===== src/sv/aec_pkg.sv =====
// Shared types and constants for the arithmetic encoder core.
// No dependencies; aec_out_if, aec_ctrl, aec_dp, the top level and the checker use this package.
package aec_pkg;

  localparam int PEND_W = 16;
  localparam logic [PEND_W-1:0] PEND_MAX = '1;
  localparam int MAX_RESULTS = 16;
  localparam int EMIT_W = $clog2(MAX_RESULTS + 1);

  localparam logic OP_ENCODE = 1'b0;
  localparam logic OP_FINISH = 1'b1;

  typedef struct packed {
    logic load;
    logic mul;
    logic div;
    logic upd;
    logic step;
    logic flush;
    logic fin;
  } aec_cmd_t;

  typedef struct packed {
    logic is_finish;
    logic tot_zero;
    logic div_done;
    logic ren_done;
    logic ren_emit;
    logic hold_valid;
    logic out_free;
  } aec_status_t;

endpackage


===== src/sv/aec_in_if.sv =====
// Input channel of the arithmetic encoder core: one encode or finish item a beat.
// Depends on nothing.
interface aec_in_if #(parameter int FREQ_BITS = 14);
  logic                 valid;
  logic                 ready;
  logic                 operation;
  logic [FREQ_BITS-1:0] freq_upper;
  logic [FREQ_BITS-1:0] freq_lower;
  logic [FREQ_BITS-1:0] freq_total;

  modport source (output valid, output operation, output freq_upper, output freq_lower,
                  output freq_total, input ready);
  modport sink (input valid, input operation, input freq_upper, input freq_lower,
                input freq_total, output ready);
endinterface


===== src/sv/aec_out_if.sv =====
// Result channel of the arithmetic encoder core: one emitted bit a beat.
// Depends on aec_pkg for the follow count width.
interface aec_out_if;
  logic                      valid;
  logic                      ready;
  logic                      out_bit;
  logic [aec_pkg::PEND_W-1:0] follow_count;
  logic                      last;

  modport source (output valid, output out_bit, output follow_count, output last,
                  input ready);
  modport sink (input valid, input out_bit, input follow_count, input last,
                output ready);
endinterface


===== src/sv/aec_div.sv =====
// Radix-2 restoring divider, one quotient bit per step.
// Stand-alone; sequenced by the encoder datapath.
module aec_div #(
  parameter int DIVIDEND_W = 31,
  parameter int DIVISOR_W  = 14
) (
  input  logic                  clk,
  input  logic                  load,
  input  logic                  step,
  input  logic [DIVIDEND_W-1:0] dividend,
  input  logic [DIVISOR_W-1:0]  divisor,
  output logic [DIVIDEND_W-1:0] quotient
);

  logic [DIVIDEND_W-1:0] quo;
  logic [DIVISOR_W-1:0]  rem;
  logic [DIVISOR_W-1:0]  dsr;
  logic [DIVISOR_W:0]    trial;
  logic [DIVISOR_W:0]    diff;
  logic                  fits;

  always_comb begin
    trial = {rem, quo[DIVIDEND_W-1]};
    fits  = trial >= {1'b0, dsr};
    diff  = trial - {1'b0, dsr};
  end

  always_ff @(posedge clk) begin
    if (load) begin
      quo <= dividend;
      rem <= '0;
      dsr <= divisor;
    end else if (step) begin
      quo <= {quo[DIVIDEND_W-2:0], fits};
      rem <= fits ? diff[DIVISOR_W-1:0] : trial[DIVISOR_W-1:0];
    end
  end

  assign quotient = quo;

endmodule


===== src/sv/aec_ctrl.sv =====
// Sequencer of the arithmetic encoder core: accept, scale, divide, renormalise, flush, finish.
// Depends on aec_pkg for command and status structs.
module aec_ctrl (
  input  logic                 clk,
  input  logic                 rst,
  input  logic                 item_valid,
  output logic                 item_ready,
  input  aec_pkg::aec_status_t st,
  output aec_pkg::aec_cmd_t    cmd
);
  import aec_pkg::*;

  typedef enum logic [5:0] {
    S_IDLE  = 6'b000001,
    S_MUL   = 6'b000010,
    S_DIV   = 6'b000100,
    S_REN   = 6'b001000,
    S_FLUSH = 6'b010000,
    S_FIN   = 6'b100000
  } state_t;

  state_t state, state_next;

  always_ff @(posedge clk) begin
    if (rst) begin
      state <= S_IDLE;
    end else begin
      state <= state_next;
    end
  end

  always_comb begin
    cmd        = '0;
    state_next = state;
    item_ready = 1'b0;
    case (state)
      S_IDLE: begin
        item_ready = 1'b1;
        if (item_valid) begin
          cmd.load = 1'b1;
          if (st.is_finish) begin
            state_next = S_FIN;
          end else if (!st.tot_zero) begin
            state_next = S_MUL;
          end
        end
      end
      S_MUL: begin
        cmd.mul    = 1'b1;
        state_next = S_DIV;
      end
      S_DIV: begin
        if (st.div_done) begin
          cmd.upd    = 1'b1;
          state_next = S_REN;
        end else begin
          cmd.div = 1'b1;
        end
      end
      S_REN: begin
        if (st.ren_done) begin
          state_next = st.hold_valid ? S_FLUSH : S_IDLE;
        end else if (!(st.ren_emit && st.hold_valid && !st.out_free)) begin
          cmd.step = 1'b1;
        end
      end
      S_FLUSH: begin
        if (st.out_free) begin
          cmd.flush  = 1'b1;
          state_next = S_IDLE;
        end
      end
      S_FIN: begin
        if (st.out_free) begin
          cmd.fin    = 1'b1;
          state_next = S_IDLE;
        end
      end
      default: begin
        state_next = S_IDLE;
      end
    endcase
  end

endmodule


===== src/sv/aec_dp.sv =====
// Datapath of the arithmetic encoder core: code interval, pending count,
// two serial dividers, held bit and output register. Depends on aec_pkg, aec_div.
module aec_dp #(
  parameter int CODE_BITS = 16,
  parameter int FREQ_BITS = 14
) (
  input  logic                       clk,
  input  logic                       rst,
  input  aec_pkg::aec_cmd_t          cmd,
  output aec_pkg::aec_status_t       st,
  input  logic                       operation,
  input  logic [FREQ_BITS-1:0]       freq_upper,
  input  logic [FREQ_BITS-1:0]       freq_lower,
  input  logic [FREQ_BITS-1:0]       freq_total,
  input  logic                       out_ready,
  output logic                       out_valid,
  output logic                       out_bit,
  output logic [aec_pkg::PEND_W-1:0] follow_count,
  output logic                       out_last
);
  import aec_pkg::*;

  localparam int RANGE_W = CODE_BITS + 1;
  localparam int PROD_W  = RANGE_W + FREQ_BITS;
  localparam int DCNT_W  = $clog2(PROD_W + 1);
  localparam int IT_W    = $clog2(CODE_BITS + 1);
  localparam logic [CODE_BITS-1:0] HALF = {1'b1, {(CODE_BITS-1){1'b0}}};
  localparam logic [CODE_BITS-1:0] FQ   = HALF >> 1;
  localparam logic [CODE_BITS-1:0] TQ   = HALF | FQ;

  logic [CODE_BITS-1:0] code_low, code_high;
  logic [PEND_W-1:0]    pending;
  logic [FREQ_BITS-1:0] f_up, f_lo, f_tot;
  logic [DCNT_W-1:0]    div_cnt;
  logic [IT_W-1:0]      it_cnt;
  logic [EMIT_W-1:0]    emit_cnt;
  logic                 hold_valid;
  logic                 hold_bit;
  logic [PEND_W-1:0]    hold_count;

  logic [RANGE_W-1:0]   range;
  logic [PROD_W-1:0]    prod_up, prod_lo, q_up, q_lo;
  logic [PEND_W-1:0]    pend_inc;
  logic                 is_lower, is_upper, is_mid, emit, loop_end;
  logic [CODE_BITS-1:0] low_sub, high_sub;
  logic                 out_free;
  logic                 push;
  logic                 push_bit;
  logic [PEND_W-1:0]    push_count;
  logic                 push_last;

  always_comb begin
    range    = {1'b0, code_high - code_low} + RANGE_W'(1);
    prod_up  = PROD_W'(range) * PROD_W'(f_up);
    prod_lo  = PROD_W'(range) * PROD_W'(f_lo);
    pend_inc = (pending == PEND_MAX) ? pending : pending + PEND_W'(1);
    is_lower = code_high < HALF;
    is_upper = code_low >= HALF;
    is_mid   = (code_low >= FQ) && (code_high < TQ);
    emit     = is_lower || is_upper;
    loop_end = (it_cnt == IT_W'(CODE_BITS)) || (emit_cnt == EMIT_W'(MAX_RESULTS));
    if (is_lower) begin
      low_sub  = code_low;
      high_sub = code_high;
    end else if (is_upper) begin
      low_sub  = code_low - HALF;
      high_sub = code_high - HALF;
    end else begin
      low_sub  = code_low - FQ;
      high_sub = code_high - FQ;
    end
    out_free = !out_valid || out_ready;

    push       = 1'b0;
    push_bit   = hold_bit;
    push_count = hold_count;
    push_last  = 1'b0;
    if (cmd.step && emit && hold_valid) begin
      push = 1'b1;
    end else if (cmd.flush) begin
      push      = 1'b1;
      push_last = 1'b1;
    end else if (cmd.fin) begin
      push       = 1'b1;
      push_bit   = code_low >= FQ;
      push_count = pend_inc;
      push_last  = 1'b1;
    end

    st.is_finish  = operation == OP_FINISH;
    st.tot_zero   = freq_total == '0;
    st.div_done   = div_cnt == DCNT_W'(PROD_W);
    st.ren_done   = loop_end || !(emit || is_mid);
    st.ren_emit   = emit;
    st.hold_valid = hold_valid;
    st.out_free   = out_free;
  end

  aec_div #(.DIVIDEND_W(PROD_W), .DIVISOR_W(FREQ_BITS)) u_div_up (
    .clk      (clk),
    .load     (cmd.mul),
    .step     (cmd.div),
    .dividend (prod_up),
    .divisor  (f_tot),
    .quotient (q_up)
  );

  aec_div #(.DIVIDEND_W(PROD_W), .DIVISOR_W(FREQ_BITS)) u_div_lo (
    .clk      (clk),
    .load     (cmd.mul),
    .step     (cmd.div),
    .dividend (prod_lo),
    .divisor  (f_tot),
    .quotient (q_lo)
  );

  always_ff @(posedge clk) begin
    if (rst) begin
      code_low   <= '0;
      code_high  <= '1;
      pending    <= '0;
      div_cnt    <= '0;
      it_cnt     <= '0;
      emit_cnt   <= '0;
      hold_valid <= 1'b0;
      out_valid  <= 1'b0;
    end else begin
      if (push) begin
        out_valid <= 1'b1;
      end else if (out_ready) begin
        out_valid <= 1'b0;
      end
      if (cmd.mul) begin
        div_cnt <= '0;
      end else if (cmd.div) begin
        div_cnt <= div_cnt + DCNT_W'(1);
      end
      if (cmd.upd) begin
        code_high <= code_low + q_up[CODE_BITS-1:0] - CODE_BITS'(1);
        code_low  <= code_low + q_lo[CODE_BITS-1:0];
        it_cnt    <= '0;
        emit_cnt  <= '0;
      end
      if (cmd.step) begin
        it_cnt    <= it_cnt + IT_W'(1);
        code_low  <= {low_sub[CODE_BITS-2:0], 1'b0};
        code_high <= {high_sub[CODE_BITS-2:0], 1'b1};
        if (emit) begin
          hold_valid <= 1'b1;
          pending    <= '0;
          emit_cnt   <= emit_cnt + EMIT_W'(1);
        end else begin
          pending <= pend_inc;
        end
      end
      if (cmd.flush) begin
        hold_valid <= 1'b0;
      end
      if (cmd.fin) begin
        pending <= '0;
      end
    end
  end

  // payload, no reset
  always_ff @(posedge clk) begin
    if (cmd.load) begin
      f_up  <= freq_upper;
      f_lo  <= freq_lower;
      f_tot <= freq_total;
    end
    if (cmd.step && emit) begin
      hold_bit   <= !is_lower;
      hold_count <= pending;
    end
    if (push) begin
      out_bit      <= push_bit;
      follow_count <= push_count;
      out_last     <= push_last;
    end
  end

endmodule


===== src/sv/arithmetic_encoder_core.sv =====
// Arithmetic encoder core: sequencer plus datapath.
// Depends on aec_pkg, aec_in_if, aec_out_if, aec_ctrl, aec_dp, aec_div.
//
// Usage:
//   item carries one beat per symbol: operation encode with the symbol's
//   cumulative interval [freq_lower, freq_upper) out of freq_total, or
//   operation finish. result carries one beat per emitted code bit, with
//   follow_count inverted bits to append after it; last marks the final
//   beat caused by an item.
//   An encode item is accepted, the range is scaled, the two serial dividers
//   run, the interval is updated, renormalisation steps (up to CODE_BITS)
//   run until the loop closes, and a held last bit is then released. A
//   finish item is accepted and emits one final beat. An encode item with
//   zero total is taken with no beat.
//   Renormalisation holds while a step would push the held bit and the result
//   register is full and stalled; item.ready is high only between items.
//   Reset returns the interval to [0, all ones], clears the pending count
//   and drops any result not yet taken.
module arithmetic_encoder_core #(
  parameter int CODE_BITS = 16,
  parameter int FREQ_BITS = 14
) (
  input  logic      clk,
  input  logic      rst,
  aec_in_if.sink    item,
  aec_out_if.source result
);
  import aec_pkg::*;

  aec_cmd_t    cmd;
  aec_status_t st;

  aec_ctrl u_ctrl (
    .clk        (clk),
    .rst        (rst),
    .item_valid (item.valid),
    .item_ready (item.ready),
    .st         (st),
    .cmd        (cmd)
  );

  aec_dp #(.CODE_BITS(CODE_BITS), .FREQ_BITS(FREQ_BITS)) u_dp (
    .clk          (clk),
    .rst          (rst),
    .cmd          (cmd),
    .st           (st),
    .operation    (item.operation),
    .freq_upper   (item.freq_upper),
    .freq_lower   (item.freq_lower),
    .freq_total   (item.freq_total),
    .out_ready    (result.ready),
    .out_valid    (result.valid),
    .out_bit      (result.out_bit),
    .follow_count (result.follow_count),
    .out_last     (result.last)
  );

endmodule


===== src/flat_wrapper.sv =====
// flat-port wrapper written by rule: the top's interface ports become plain ports
module arithmetic_encoder_core_flat import aec_pkg::*;
#(
  parameter int CODE_BITS = 16,
  parameter int FREQ_BITS = 14
)
  (clk, rst, item_valid, item_operation, item_freq_upper, item_freq_lower, item_freq_total, item_ready, result_valid, result_out_bit, result_follow_count, result_last, result_ready);
  aec_in_if #(.FREQ_BITS(FREQ_BITS)) item_i ();
  aec_out_if result_i ();
  input  logic clk;
  input  logic rst;
  input wire logic [$bits(item_i.valid)-1:0] item_valid;
  input wire logic [$bits(item_i.operation)-1:0] item_operation;
  input wire logic [$bits(item_i.freq_upper)-1:0] item_freq_upper;
  input wire logic [$bits(item_i.freq_lower)-1:0] item_freq_lower;
  input wire logic [$bits(item_i.freq_total)-1:0] item_freq_total;
  output wire logic [$bits(item_i.ready)-1:0] item_ready;
  output wire logic [$bits(result_i.valid)-1:0] result_valid;
  output wire logic [$bits(result_i.out_bit)-1:0] result_out_bit;
  output wire logic [$bits(result_i.follow_count)-1:0] result_follow_count;
  output wire logic [$bits(result_i.last)-1:0] result_last;
  input wire logic [$bits(result_i.ready)-1:0] result_ready;
  assign item_i.valid = item_valid;
  assign item_i.operation = item_operation;
  assign item_i.freq_upper = item_freq_upper;
  assign item_i.freq_lower = item_freq_lower;
  assign item_i.freq_total = item_freq_total;
  assign item_ready = item_i.ready;
  assign result_valid = result_i.valid;
  assign result_out_bit = result_i.out_bit;
  assign result_follow_count = result_i.follow_count;
  assign result_last = result_i.last;
  assign result_i.ready = result_ready;
  arithmetic_encoder_core #(.CODE_BITS(CODE_BITS), .FREQ_BITS(FREQ_BITS)) u_core (.clk(clk), .rst(rst), .item(item_i), .result(result_i));
endmodule

===== config.mk =====
export PLATFORM = sky130hd
export DESIGN_NAME = arithmetic_encoder_core_flat
export DESIGN_NICKNAME = d
export VERILOG_FILES = /design/src/sv/aec_pkg.sv /design/src/sv/aec_in_if.sv /design/src/sv/aec_out_if.sv /design/src/sv/aec_div.sv /design/src/sv/aec_ctrl.sv /design/src/sv/aec_dp.sv /design/src/sv/arithmetic_encoder_core.sv /design/src/flat_wrapper.sv
export SDC_FILE = /design/constraint.sdc
export NUM_CORES = 2
export LEC_CHECK = 0
export BUFFER_PORTS_ARGS = -buffer_cell sky130_fd_sc_hd__clkbuf_2
export CORE_MARGIN = 2
export CORE_UTILIZATION = 40
export CTS_CLUSTER_SIZE = 12
export DETAILED_ROUTE_END_ITERATION = 6
export GPL_TIMING_DRIVEN = 0
export PLACE_DENSITY = 0.68
export SLEW_MARGIN = 20
export SYNTH_ARGS = -nofsm -noshare
export SYNTH_HDL_FRONTEND = slang
export SYNTH_SLANG_ARGS = --single-unit

===== constraint.sdc =====
create_clock -name clk -period 7.95 [get_ports clk]
set_input_delay 0.3975 -clock clk [delete_from_list [all_inputs] [get_ports clk]]
set_output_delay 0.3975 -clock clk [all_outputs]
set_load 0.03 [all_outputs]

==> impl_results.rst <==
.. list-table::
   :header-rows: 1

   * - Metric
     - Value
   * - IO Count
     - 67
   * - Via count of the first global-routing pass
     - 24159
   * - Unrepaired setup endpoints after global routing
     - true
   * - Number of buffers created by CTS
     - 35
   * - Critical path class
     - reg2reg
   * - Worst flop-to-flop path endpoint
     - u_core.u_dp.u_div_lo.quotient[30]
   * - Final setup violation count
     - 26
   * - Commonest non-fill, non-tap cells in the layout
     - inv_1, nand2_1, fa_1
   * - Crit path setup slack, layout
     - -0.569 ns
   * - Violation count after the first detailed-routing iteration
     - 1679
   * - Number of nets in the layout
     - about 4200
   * - Commonest non-fill, non-tap cell in the layout
     - inv_1
   * - Vertical extent of the die
     - between 200 and 300 um
   * - Placement Rows
     - 100
   * - Largest fanout on the critical path
     - 5
   * - Startpoint class of the critical path
     - register
   * - Worst rel slew slack
     - 31.0%
   * - Synthesized netlist net count
     - 3974
   * - Synthesis-to-finish area growth
     - 18.3%
   * - Total routed wirelength
     - 86400 um
   * - Required time at the endpoint of the critical path
     - roughly 8.3 ns
   * - Violated checks
     - negative setup slack
   * - Mapped Area
     - about 0.03 mm^2
   * - Startpoint of the worst register-to-register path
     - u_core.u_dp.code_high[0]
   * - Critical-path cell with the highest stage delay
     - fa_1
   * - Clk_skew
     - around 0.026 ns
   * - Count of distinct cell types in the synthesized netlist
     - 84
   * - Area of the die
     - 0.0770 mm^2
   * - Crit-path max cell delay
     - roughly 0.57 ns
   * - Async set-or-reset flop fraction in the synthesized netlist
     - 0%
   * - Top cell by count, worst path
     - fa_1
   * - R2R cell count
     - 37
   * - Largest voltage drop on the vdd net
     - roughly 0.13 mV
   * - Number of max-slew violations in the final report
     - 0
   * - Clock root buffer master
     - clkbuf_16
   * - Critical path arrival
     - 8.83 ns
   * - Buffers added on ports
     - between 60 and 70
   * - Hold Crit Endpoint
     - u_core.u_dp.f_up[9]
   * - Gpl congestion
     - 0.952
   * - Pin count of the biggest net entering global routing
     - 52
   * - Initial Util
     - 40.3%
   * - Synthesized netlist cell count
     - approximately 3300
   * - Max-cap violations
     - 0
   * - Hold Vio Cnt, Final
     - 0
   * - Global-route wire length before repair
     - around 130000 um
   * - Clock latency reported for the late side of the worst-skew pair
     - 0.58 ns
   * - Sort of element at the end of the critical path
     - register
   * - Via count normalized by instance count
     - 5.40
   * - Achievable frequency
     - approximately 0.12 GHz
   * - Total power divided by cell area
     - 108 mW/mm^2
   * - GRT Overall Usage
     - between 20 and 25%
   * - Synth Area per Inst
     - 9.11 um^2
   * - Worst R2R Setup Slack
     - -0.57 ns
   * - Run status
     - finished with violations
   * - Cells on Worst Hold Path
     - 1
   * - CTS H-tree lvls
     - 2
   * - Min Tclk post-route
     - ~8.5 ns
   * - # DRC
     - 0
   * - Global route total overflow
     - 0
   * - Launch instance of the worst min-delay path
     - item_freq_upper[9]
   * - CP delay by family, top
     - adder cells
   * - Antenna violations before repair
     - 3
   * - Flip-flop cell with the highest count after synthesis
     - edfxtp_1
   * - Fraction of layout instances using a drive strength above 1
     - between 10% and 20%
   * - Area of the core
     - approximately 0.074 mm^2
   * - First-pass DRT Iterations
     - 5
   * - Die outline width
     - around 280 um
   * - Maximum buffer depth of the clock tree
     - 3
   * - Number of nets with antenna violations after detailed routing
     - 0
   * - Seq/Total Area, Yosys
     - a little over a fifth
   * - Vias
     - between 20000 and 25000
   * - Core occupancy in the finished layout
     - 47.7%
   * - Ratio of final minimum period to clock period
     - 107%
   * - Leakage power figure
     - between 15 and 20 nW
   * - Clk sink count
     - about 250
   * - Number of buffers and inverters on the critical path
     - 11
   * - Dpl hpwl
     - about 64000 um
   * - Type of the most critical hold path
     - in2reg
   * - Clock transition at the registers of the reported paths
     - about 0.06 ns
   * - Post-synthesis sequential element count
     - approximately 250
   * - Count of synthesis-stage warnings from yosys
     - 0
   * - TritonCTS clock tree
     - built
   * - Routed length per placed instance
     - between 15 and 20 um
   * - Number of flops mapped to enable cells by yosys
     - 153
   * - Pre-CTS setup slack
     - -2.10 ns
   * - Measured slew at the worst slew-check pin
     - 1.03 ns
## kinds of logic after synthesis
group,count (synthesis),synth area share [%]
flops,252,22.0
xor+xnor,137,4.21
buf+inv,634,8.16
mux,62,2.22
simple gates,1040,16.8
fa+ha+maj,644,36.0
compound gates,514,10.7
## cell usage after synthesis, types with 45 or more instances
cell | number | area share, %
nand2b_1 | 49 | 1.0
clkbuf_1 | 111 | 1.4
xnor2_1 | 76 | 2.2
nor2_1 | 120 | 1.5
mux2i_1 | 46 | 1.5
a21oi_1 | 126 | 2.1
a21o_1 | 45 | 1.1
and2_1 | 218 | 4.6
xor2_1 | 53 | 1.6
inv_1 | 494 | 6.2
ha_1 | 285 | 12
nand2_1 | 463 | 5.8
fa_1 | 359 | 24
o21ai_0 | 169 | 2.8
dfxtp_1 | 99 | 6.6
edfxtp_1 | 153 | 15
## metrics by stage
stage | cell area [um^2] | cells | hold WS [ns] | TNS (ns) | total power, mW
after floorplan | 30000 | 3283 | 0.400 | 0 | 1.98
after global placement | 31600 | 4318 | 0.404 | -92.35 | 2.18
after detailed placement | 31800 | 4326 | 0.405 | -59.35 | 2.19
after CTS | 34600 | 4486 | 0.000847 | -5.07 | 3.83
after global routing | 35400 | 4521 | 0.0143 | -16.97 | 3.98
final | 35400 | 4521 | 0.0237 | -10.08 | 3.82
## worst max-delay path by stage
stage / from / end / slack (ns) / cells past startpoint
2_1_floorplan: u_core.u_dp.code_high[0] / u_core.u_dp.u_div_lo.quotient[30] / 0.007 / 37
3_3_place_gp: u_core.u_dp.code_high[0] / u_core.u_dp.u_div_up.quotient[27] / -2.79 / 33
4_1_cts: u_core.u_dp.code_high[0] / u_core.u_dp.u_div_up.quotient[28] / -0.49 / 34
3_5_place_dp: u_core.u_dp.code_high[0] / u_core.u_dp.u_div_lo.quotient[29] / -2.10 / 35
6_report: u_core.u_dp.code_high[0] / u_core.u_dp.u_div_lo.quotient[30] / -0.57 / 37
5_1_grt: u_core.u_dp.code_high[0] / u_core.u_dp.u_div_lo.quotient[29] / -0.79 / 35
## flip-flops by register name (all words and copies together) (netlist names), 16 cells and up
name	count
u_core.u_dp.pending	16
u_core.u_dp.follow_count	16
u_core.u_dp.u_div_up.quotient	31
u_core.u_dp.code_low	16
u_core.u_dp.hold_count	16
u_core.u_dp.u_div_lo.quotient	31
u_core.u_dp.code_high	16
## where the power goes
group / leakage (nW) / switching (mW) / internal, mW
Combinational: 13.3 / 0.416 / 0.254
Clock: 0.578 / 0.666 / 0.938
Sequential: 2.25 / 0.0776 / 1.47
Total: 16.2 / 1.16 / 2.66
## metal layers
metal | global-route usage (%) | routed length (um)
met4 | 8.29 | 3610
met1 | 28.9 | 35400
met3 | 3.98 | 6200
met2 | 36.6 | 41100
met5 | 0 | 0
## area by class of cell
cell class | instances | area (um^2)
repair buffers | 210 | 1650
clock inverters | 16 | 156
fillers | 6885 | 38800
flip-flops and latches | 252 | 6590
inverters | 496 | 1870
diodes | 1 | 2.50
well taps | 969 | 1210
multi-input cells | 2397 | 22200
plain buffers | 133 | 738
clock buffers | 47 | 1010
## timing repair
item,CTS,global route
gates resized for setup,189,128
gates cloned,0,0
endpoints found under the hold margin,28,0
setup endpoints to repair,44,37
hold buffers,28,0
setup buffers,72,37
pin swaps,89,99
Power figures use the tool's default switching activity.
